==> src/rtl/core/assert_macros.svh <==
// Assertion helpers for the RTL files of this folder.
`ifndef ASSERT_MACROS_SVH
`define ASSERT_MACROS_SVH

// Checks a property on every rising clock edge while reset is released.
`define RRVM_ASSERT(label, prop, msg) \
    label: assert property (@(posedge i_clk) disable iff (!i_rst_n) (prop)) else $error(msg);

// Checks that a condition seen at one edge is followed by a property at the next edge.
`define RRVM_ASSERT_NEXT(label, cond, prop, msg) \
    label: assert property (@(posedge i_clk) disable iff (!i_rst_n) (cond) |=> (prop)) \
        else $error(msg);

`endif

==> src/rtl/core/rrvm_pkg.sv <==
`default_nettype none

package rrvm_pkg;

    localparam int unsigned ADDR_W  = 64;
    localparam int unsigned PAGES_W = 52;
    localparam int unsigned COUNT_W = 16;

    localparam logic [ADDR_W-1:0] SZ_64K       = 64'h0000_0000_0001_0000;
    localparam logic [ADDR_W-1:0] SZ_2M        = 64'h0000_0000_0020_0000;
    localparam logic [ADDR_W-1:0] PAGE_BYTES   = 64'h0000_0000_0000_1000;
    localparam logic [ADDR_W-1:0] SZ_512M      = 64'h0000_0000_2000_0000;
    localparam logic              RUNTIME_ATTR = 1'b1;

    localparam int unsigned LOW_W     = 16;   // log2 of SZ_64K
    localparam int unsigned ALIGN2M_W = 21;   // log2 of SZ_2M
    localparam int unsigned PAGE_SH   = 12;   // log2 of PAGE_BYTES

    localparam logic [COUNT_W-1:0] COUNT_MAX = '1;

    typedef enum logic [1:0] {
        CFG_START_BASE = 2'd0,
        CFG_NO_REMAP   = 2'd1,
        CFG_FLAT       = 2'd2
    } t_cfg_idx;

    // Descriptor after the input register, with the state-free math done.
    typedef struct packed {
        logic              runtime;
        logic              last;
        logic [ADDR_W-1:0] phys;
        logic [LOW_W-1:0]  low;
        logic [ADDR_W-1:0] size;
        logic              align_2m;
    } t_desc;

    typedef struct packed {
        logic [ADDR_W-1:0]  virt;
        logic               keep;
        logic [COUNT_W-1:0] count;
    } t_result;

endpackage

`default_nettype wire

==> src/rtl/core/runtime_region_virtual_mapper.sv <==
`default_nettype none
// Runtime region virtual mapper. Each request on the slave stream is one memory-map
// descriptor (runtime flag on tuser, physical address and 4 KiB page count on tdata,
// end of map on tlast); each produces exactly one result on the master stream with the
// assigned virtual address, the keep flag and the running count of kept regions. A
// runtime region in normal mode is widened down to a 64 KiB boundary and placed at the
// running virtual base, aligned up to 2 MiB for large 2 MiB-aligned regions and to
// 64 KiB otherwise; the base then advances by the widened size. The block sustains one
// descriptor per clock while the result stream is not stalled. It has an input register,
// where the widened size and alignment class are formed, and a result register, written
// from the base update (an alignment increment followed by one 64-bit add). Configuration
// writes are taken in any cycle but must only be issued while the stream is idle; a new
// start base takes effect at the next end of map.

`include "assert_macros.svh"

module runtime_region_virtual_mapper
    import rrvm_pkg::*;
(
    input  wire logic         i_clk,
    input  wire logic         i_rst_n,

    // Configuration write channel.
    input  wire logic         i_cfg_valid,
    output logic              o_cfg_ready,
    input  wire logic [1:0]   i_cfg_index,
    input  wire logic [63:0]  i_cfg_data,

    // Descriptor stream.
    input  wire logic         s_axis_tvalid,
    output logic              s_axis_tready,
    input  wire logic [119:0] s_axis_tdata,   // [63:0] physical address, [115:64] page count
    input  wire logic         s_axis_tuser,   // [0] is_runtime
    input  wire logic         s_axis_tlast,   // last_descriptor

    // Result stream.
    output logic              m_axis_tvalid,
    input  wire logic         m_axis_tready,
    output logic [79:0]       m_axis_tdata,   // [63:0] virtual address, [79:64] kept_count
    output logic              m_axis_tuser    // [0] keep_region
);

    // Configuration registers.
    logic [ADDR_W-1:0] r_start_base;
    logic              r_no_remap;
    logic              r_flat;

    // Mapping state: running virtual base and count of kept regions.
    logic [ADDR_W-1:0]  r_base,  n_base;
    logic [COUNT_W-1:0] r_count, n_count;

    // Input register and result register.
    logic    r_s1_valid;
    t_desc   r_s1, n_s1;
    logic    r_out_valid;
    t_result r_out, n_out;

    logic s_fire;
    logic s1_fire;
    logic out_free;

    logic [ADDR_W-LOW_W-1:0]     base_up_64k;
    logic [ADDR_W-ALIGN2M_W-1:0] base_up_2m;
    logic [ADDR_W-1:0]           aligned_base;
    logic                        remap;

    // The config port never stalls.
    assign o_cfg_ready = 1'b1;

    always_ff @(posedge i_clk) begin
        if (!i_rst_n) begin
            r_start_base <= SZ_512M;
            r_no_remap   <= 1'b0;
            r_flat       <= 1'b0;
        end else if (i_cfg_valid) begin
            unique case (i_cfg_index)
                CFG_START_BASE: r_start_base <= i_cfg_data;
                CFG_NO_REMAP:   r_no_remap   <= i_cfg_data[0];
                CFG_FLAT:       r_flat       <= i_cfg_data[0];
                default: ;
            endcase
        end
    end

    // Handshake. The result register frees when empty or taken this cycle; the input
    // register frees when empty or when it moves into the result register.
    assign out_free      = !r_out_valid || m_axis_tready;
    assign s1_fire       = r_s1_valid && out_free;
    assign s_axis_tready = !r_s1_valid || out_free;
    assign s_fire        = s_axis_tvalid && s_axis_tready;

    // Input stage: the widened size and the alignment class depend only on the
    // descriptor, so they are formed before the register. The page count shifted by
    // the page size fills exactly 64 bits; the sum wraps like the address arithmetic.
    always_comb begin
        n_s1.runtime  = s_axis_tuser;
        n_s1.last     = s_axis_tlast;
        n_s1.phys     = s_axis_tdata[ADDR_W-1:0];
        n_s1.low      = s_axis_tdata[LOW_W-1:0];
        n_s1.size     = {s_axis_tdata[ADDR_W+PAGES_W-1:ADDR_W], PAGE_SH'(0)}
                        + {{(ADDR_W-LOW_W){1'b0}}, s_axis_tdata[LOW_W-1:0]};
        n_s1.align_2m = (s_axis_tdata[ALIGN2M_W-1:0] == '0) && (|n_s1.size[ADDR_W-1:ALIGN2M_W]);
    end

    always_ff @(posedge i_clk) begin
        if (!i_rst_n) begin
            r_s1_valid <= 1'b0;
        end else if (s_axis_tready) begin
            r_s1_valid <= s_axis_tvalid;
        end
    end

    always_ff @(posedge i_clk) begin
        if (s_fire) begin
            r_s1 <= n_s1;
        end
    end

    // Align-up of the running base is an increment of its upper bits whenever any bit
    // below the boundary is set; both candidates are formed and one is selected.
    assign base_up_64k = r_base[ADDR_W-1:LOW_W] + {{(ADDR_W-LOW_W-1){1'b0}}, |r_base[LOW_W-1:0]};
    assign base_up_2m  = r_base[ADDR_W-1:ALIGN2M_W]
                         + {{(ADDR_W-ALIGN2M_W-1){1'b0}}, |r_base[ALIGN2M_W-1:0]};
    assign aligned_base = r_s1.align_2m ? {base_up_2m, ALIGN2M_W'(0)} : {base_up_64k, LOW_W'(0)};

    // A runtime region is kept unless no-remap mode is on, which also wins over flat mode.
    assign remap = r_s1.runtime && !r_no_remap;

    always_comb begin
        n_base  = r_base;
        n_count = r_count;
        n_out.virt  = r_s1.phys;
        n_out.keep  = remap;
        if (remap) begin
            if (!r_flat) begin
                n_out.virt = aligned_base + {{(ADDR_W-LOW_W){1'b0}}, r_s1.low};
                n_base     = aligned_base + r_s1.size;
            end
            if (r_count != COUNT_MAX) begin
                n_count = r_count + COUNT_W'(1);
            end
        end
        // The result carries the count before the end-of-map clear.
        n_out.count = n_count;
        if (r_s1.last) begin
            n_base  = r_start_base;
            n_count = '0;
        end
    end

    always_ff @(posedge i_clk) begin
        if (!i_rst_n) begin
            r_base  <= SZ_512M;
            r_count <= '0;
        end else if (s1_fire) begin
            r_base  <= n_base;
            r_count <= n_count;
        end
    end

    always_ff @(posedge i_clk) begin
        if (!i_rst_n) begin
            r_out_valid <= 1'b0;
        end else if (out_free) begin
            r_out_valid <= r_s1_valid;
        end
    end

    always_ff @(posedge i_clk) begin
        if (s1_fire) begin
            r_out <= n_out;
        end
    end

    assign m_axis_tvalid = r_out_valid;
    assign m_axis_tdata  = {r_out.count, r_out.virt};
    assign m_axis_tuser  = r_out.keep;

    // A descriptor held in the input register stays there while the output is blocked.
    `RRVM_ASSERT_NEXT(a_s1_holds, r_s1_valid && !out_free, r_s1_valid, "input stage item lost")
    // The end of the map always leaves the count cleared.
    `RRVM_ASSERT_NEXT(a_last_clears, s1_fire && r_s1.last, r_count == '0, "count not cleared")
    // A kept region has been counted.
    `RRVM_ASSERT(a_keep_counted, (r_out_valid && r_out.keep) |-> (r_out.count != '0),
                 "kept region without count")
    // The base only moves for a remapped region or at the end of the map.
    `RRVM_ASSERT_NEXT(a_base_stable, s1_fire && !r_s1.last && !(remap && !r_flat),
                      $stable(r_base), "base moved without a remapped region")

endmodule

`default_nettype wire

==> config.mk <==
export PLATFORM = sky130hd
export DESIGN_NAME = runtime_region_virtual_mapper
export DESIGN_NICKNAME = d
export VERILOG_FILES = /design/src/rtl/core/rrvm_pkg.sv /design/src/rtl/core/runtime_region_virtual_mapper.sv
export VERILOG_INCLUDE_DIRS = /design/src /design/src/rtl/core
export SDC_FILE = /design/constraint.sdc
export NUM_CORES = 1
export LEC_CHECK = 0
export ABC_CLOCK_PERIOD_IN_PS = 4250
export BUFFER_PORTS_ARGS = -buffer_cell sky130_fd_sc_hd__buf_2
export CORE_ASPECT_RATIO = 0.8
export CORE_MARGIN = 10
export CORE_UTILIZATION = 50
export CTS_CLUSTER_SIZE = 8
export DETAILED_ROUTE_END_ITERATION = 16
export GPL_ROUTABILITY_DRIVEN = 1
export GPL_TIMING_DRIVEN = 1
export PLACE_DENSITY = 0.72
export SLEW_MARGIN = 25
export SYNTH_ARGS = -nofsm -noshare
export SYNTH_HDL_FRONTEND = slang
export SYNTH_SLANG_ARGS = --single-unit
==> constraint.sdc <==
create_clock -name i_clk -period 4.25 [get_ports i_clk]
set_input_delay 0.85 -clock i_clk [delete_from_list [all_inputs] [get_ports i_clk]]
set_output_delay 0.85 -clock i_clk [all_outputs]
set_load 0.005 [all_outputs]
After elaboration in Yosys (flattened, before gate mapping)
Cells that the tools add are included.
Operators by class
  reductions and logical operators: 19
  eq/ne operators: 4
  $add $sub $neg: 6
  multiplexer cells: 9
Operators with widths (count)
  64-bit 2-to-1 mux: 6
  64-bit by 16-bit adder with 64-bit output: 2
  64-bit adder: 1
  48-bit by 1-bit adder with 48-bit output: 1
  16-bit 2-to-1 mux: 3
  43-bit by 1-bit adder with 43-bit output: 1
  43-bit OR reduction: 1
  21-bit zero test: 1
  21-bit OR reduction: 1
  16-bit by 1-bit adder with 16-bit output (second input constant): 1
  16-bit != test (second input constant): 1
  16-bit OR reduction: 1
  2-bit AND reduction: 3
  1-bit logical AND: 4
  1-bit zero test: 3
  3-bit AND reduction: 1
  2-bit by 1-bit equality test with 1-bit output (second input constant): 1
  2-bit equality test (second input constant): 1
  2-bit zero test: 1
  1-bit logical OR: 2
  2-bit by 1-bit != test with 1-bit output (second input constant): 1
  2-bit nonzero test: 1
Storage, ports and cells
  bits in registers: 376
  input bits: 193
  output and inout bits: 84
  word-level logic and storage cells: 54

Logic depth before layout (Yosys ltp)
  depth in word-level cells: 7
  mapped depth: 24
  gate-level depth less buffers: 24

Least setup slack after synthesis
No wires, ideal clock.
  path type: register to register
  start point: reg r_base[1]
  end point: reg r_base[63]
  path slack: -356 ps
  path buffers: 2
  stages on the path, launching flop included: 25
  clock period less this slack: 4606 ps
  data arrival time: 4483 ps
  path through: dfxtp_1 > nor4_1 > nand4_1 > ha_1 > ha_1 > nand3_1 > o31ai_1 > nand3_1 > or2_2 > clkbuf_1 > nor2_1 > nand2_1 > xnor2_1 > ha_1 > clkbuf_1 > a21oi_1 > o21bai_1 > a21oi_1 > or3b_2 > a211o_1 > nand2_1 > o211ai_1 > xnor2_1 > a221oi_1 > nor2b_1
On the way
  word-level cells in the longest chain between the ends: 7
Ends and longest elaborated chain
  from (decl): RTL line runtime_region_virtual_mapper.sv:49  | logic [ADDR_W-1:0] r_base, n_base;
  from (signal assigned): RTL line runtime_region_virtual_mapper.sv:156  | r_base <= n_base;
  16-bit OR reduction / 21-bit OR reduction (equally long branches): RTL line runtime_region_virtual_mapper.sv:121, runtime_region_virtual_mapper.sv:123
  48-bit by 1-bit adder with 48-bit output / 43-bit by 1-bit adder with 43-bit output (equally long branches): RTL line runtime_region_virtual_mapper.sv:121, runtime_region_virtual_mapper.sv:123
  64-bit 2-to-1 mux *: RTL line runtime_region_virtual_mapper.sv:124  | assign aligned_base = r_s1.align_2m ? {base_up_2m, ALIGN2M_W'(0)} : {base_up_64k, LOW_W'(0)};
  64-bit adder *: RTL line runtime_region_virtual_mapper.sv:137  | n_base = aligned_base + r_s1.size;
  64-bit 2-to-1 mux *: RTL line runtime_region_virtual_mapper.sv:135  | if (!r_flat) begin
  64-bit 2-to-1 mux *: RTL line runtime_region_virtual_mapper.sv:134  | if (remap) begin
  64-bit 2-to-1 mux *: RTL line runtime_region_virtual_mapper.sv:145  | if (r_s1.last) begin
Mark *: on every way between the ends. The rest lies on a longest branch, timed or not. The select of a mux whose other input is x is not followed.
A chain may end at the register's enable or synchronous reset.

Worst setup path after layout
  start point: reg r_base[5]
  end point: reg r_base[56]
Same word-level chain as after synthesis.

==> impl_metrics.env <==
export IMPL_status="finished, violations left"
export IMPL_violations="negative setup slack"
export IMPL_synth_compound_area_share_pct=14.55
export IMPL_grt_pass1_vias=16290
export IMPL_synth_adder_area_share_pct=4.463
export IMPL_drtIter0Drc=1410
export IMPL_drv_slew=0
export IMPL_fin_skew_ns=0.01436
export IMPL_portBuffers=271
export IMPL_antenna_found_initial=0
export IMPL_ant_nets=0
export IMPL_synth_nets=2142
export IMPL_antenna_cells=0
export IMPL_grtUsageTotal_pct=25.90
export IMPL_synth_warnings=0
export IMPL_ir_drop_uv=283.2
export IMPL_die_width_um=233.8
export IMPL_io_pins=277
export IMPL_finalHoldViolations=0
export IMPL_synth_area_mux_share_pct=2.498
export IMPL_worstPathArrival_ns=5.31
export IMPL_worstSetupEndpointType="flop"
export IMPL_grt_pass1_wl_mm=91.34
export IMPL_cp_slowest_stage_delay_ns=0.41
export IMPL_grt_max_degree=120
export IMPL_synthArstFlopShare_pct=0
export IMPL_place_detailed_hpwl_mm=42.63
export IMPL_setup_viol=32
export IMPL_cp_data_required_time_ns=4.74
export IMPL_routed_wl_mm=59.86
export IMPL_rsz0062_at_grt="true"
export IMPL_worstSetupPathType="flop to flop"
export IMPL_firstDrtPassIters=5
export IMPL_synth_xor_xnor_area_share_pct=7.139
export IMPL_clock_root_buffer="clkbuf_16"
export IMPL_avgSynthCellArea_um2=9.697
export IMPL_ys_ff_latch=348
export IMPL_wire_per_inst_um=20.38
export IMPL_p_per_area_mw_per_mm2=365.7
export IMPL_p_leak_nw=10.93
export IMPL_syn_cell_area_mm2=0.01828
export IMPL_fin_ws_ns=-0.5693
export IMPL_dieHeight_um=191.0
export IMPL_critPathTopFamily="compound AO/OA/AOI/OAI gates"
export IMPL_dieArea_mm2=0.04465
export IMPL_drc=0
export IMPL_yosys_cell_types_count=72
export IMPL_max_freq_mhz=207.5
export IMPL_cts_sinks=348
export IMPL_multi_input_area_mm2=0.009917
export IMPL_path_clk_slew_ns=0.05
export IMPL_relSlewSlack_pct=30.63
export IMPL_cp_cell_sequence="nor4_4 > nand4_1 > or3_4 > ha_4 > ha_4 > nand2_4 > o41ai_4 > and2_4 > nand2b_4 > buf_6 > nor2_4 > xnor2_2 > ha_1 > a21o_1 > a31o_2 > a221o_1 > a21o_1 > a221oi_2 > o41ai_4 > a211oi_4 > xnor2_1 > nor3_1 > nor3b_1"
export IMPL_maxCapViolCount=0
export IMPL_layout_commonest_cell="nand2_1"
export IMPL_yosys_area_share_simple_pct=19.38
export IMPL_ff_latch_area_mm2=0.008985
export IMPL_synth_edf_count=200
export IMPL_cts_tree="built"
export IMPL_finalCritPeriodShare_pct=113.4
export IMPL_drive_gt1_share_pct=34.51
export IMPL_synthFlopType="edfxtp_1"
export IMPL_cts_path_max_buffers=3
export IMPL_clock_latency_ns=0.57
export IMPL_hold_path_class="flop to flop"
export IMPL_area_growth_pct=36.23
export IMPL_finalCriticalPeriod_ns=4.819
export IMPL_critPathSlowestCell="or3_4"
export IMPL_p_total_mw=9.106
export IMPL_tns_ns=-9.136
export IMPL_start_util_pct=50.78
export IMPL_critPathMaxFanout=3
export IMPL_synth_top_family_by_area="simple AND/OR/NAND/NOR gates"
export IMPL_core_area_mm2=0.03599
export IMPL_fin_nets=2674
export IMPL_syn_inst=1885
export IMPL_seq_area_frac_synth_pct=49.07
export IMPL_gr_total_overflow=0
export IMPL_tightest_slew_ns=1.041
export IMPL_path_buf_inv=1
export IMPL_fill_cells=2723
export IMPL_num_rows=62
export IMPL_drt_vias_per_instance=5.593
export IMPL_htreeDepth=2
export IMPL_cts_made_buffers=49
export IMPL_final_cell_mix="nand2_1, buf_4, buf_2"
export IMPL_vias=16430
export IMPL_place_gp_congestion=0.9940
export IMPL_cp_start_kind="flop"
-- worst reg2reg max path, stage by stage, from the launching register on --
cell      delay [ns]
dfxtp_2         0.33
nor4_4          0.29
nand4_1         0.27
or3_4           0.42
ha_4            0.18
ha_4            0.16
nand2_4         0.06
o41ai_4         0.08
and2_4          0.17
nand2b_4        0.07
buf_6           0.09
nor2_4          0.03
xnor2_2         0.20
ha_1            0.27
a21o_1          0.20
a31o_2          0.25
a221o_1         0.29
a21o_1          0.19
a221oi_2        0.31
o41ai_4         0.20
a211oi_4        0.29
xnor2_1         0.15
nor3_1          0.06
nor3b_1         0.19
-- registers in the layout, summed over array words and instances, names as in the netlist --
register,cells
m_axis_tdata,80
m_axis_tvalid,1
r_s1,119
r_base,64
r_flat,1
r_no_remap,1
r_start_base,64
r_count,16
m_axis_tuser,1
r_s1_valid,1
-- metrics by stage --
| step | setup slack (ns) | std cells | instance area, um2 | util [%] | hold WS, ns |
|---|---|---|---|---|---|
| 6_report | -0.5693 | 2937 | 24900 | 69.18 | 0.4266 |
| 3_3_place_gp | -0.7069 | 2802 | 21980 | 61.06 | 0.4017 |
| 3_5_place_dp | -0.7524 | 2802 | 21980 | 61.06 | 0.4169 |
| 4_1_cts | -0.4552 | 2926 | 24490 | 68.04 | 0.4292 |
| 5_1_grt | -0.7629 | 2937 | 24900 | 69.18 | 0.4321 |
| 2_1_floorplan | -0.2387 | 1885 | 18330 | - | 0.4311 |
-- path summary, 6_finish.rpt --
path / startpoint / end / slack (ns) / cells after the start
worst max register to register: r_base[5]$_SDFFE_PN0P_ / r_base[56]$_SDFFE_PN0P_ / -0.57 / 23
worst max-delay path: r_base[5]$_SDFFE_PN0P_ / r_base[56]$_SDFFE_PN0P_ / -0.57 / 23
worst min register to register: r_s1[96]$_DFFE_PP_ / m_axis_tdata[15]$_DFFE_PP_ / 0.43 / 0
worst min-delay path: r_s1[96]$_DFFE_PP_ / m_axis_tdata[15]$_DFFE_PP_ / 0.43 / 0
-- layer usage --
| metal | GRT usage, % | vias to the layer above | wire (um) |
|---|---|---|---|
| met5 | 0 | - | 0 |
| met1 | 36.23 | 7880 | 26740 |
| li1 | - | 7807 | - |
| met2 | 41.25 | 656 | 27230 |
| met4 | 5.326 | 0 | 1064 |
| met3 | 4.845 | 83 | 4821 |
-- cell type report --
cell class | instances | area share [%]
timing repair buffer | 585 | 15.36
clock inverter | 4 | 0.2814
multi-input combinational | 1398 | 39.83
clock buffer | 87 | 5.497
tap | 480 | 2.412
inverter | 35 | 0.5477
sequential | 348 | 36.08
-- Yosys cell counts (all sizes together) (11+ instances only) --
master / instances / area, um2
a21boi: 41 / 307.8
nor2b: 30 / 187.7
o211ai: 23 / 172.7
nand4: 34 / 219.0
a31oi: 11 / 68.82
and3: 38 / 237.7
and2: 11 / 68.82
a21oi: 120 / 600.6
nand2b: 13 / 81.33
o21ai: 70 / 354.1
a22oi: 13 / 97.59
dfxtp: 148 / 2963
nor3: 20 / 116.4
a21o: 22 / 165.2
inv: 35 / 131.4
mux2: 13 / 146.4
o211a: 37 / 370.4
nor2: 91 / 344.1
edfxtp: 200 / 6006
xor2: 57 / 499.2
o21bai: 14 / 105.1
nor4: 21 / 161.4
ha: 62 / 775.7
xnor2: 92 / 805.8
and4: 14 / 122.6
mux2i: 31 / 310.3
nand2: 378 / 1419
clkbuf: 96 / 362.8
nand3: 58 / 300.3
-- repair_timing --
item / in CTS / in global routing
resized for setup: 172 / 66
pin swaps: 114 / 60
hold buffers: 0 / 0
setup buffers: 37 / 12
setup endpoints to repair: 34 / 37
-- logic make-up (layout without fill, tap and decap cells) --
| kind of cell | after synthesis | count (layout) |
|---|---|---|
| adder cells (fa/ha/maj) | 64 | 64 |
| XOR/XNOR | 149 | 149 |
| multiplexers | 44 | 44 |
| flip-flops | 348 | 348 |
| AO/OA/AOI/OAI | 396 | 396 |
| other | 1 | 1 |
| AND/OR/NAND/NOR | 744 | 744 |
| buffers and inverters | 139 | 711 |
-- power by group --
part / internal [mW] / leakage, nW / switching [mW]
sequential: 3.77 / 3.13 / 0.100
combinational: 0.730 / 7.12 / 0.858
clock: 2.17 / 0.678 / 1.47
(Power assumes the default switching activity.)
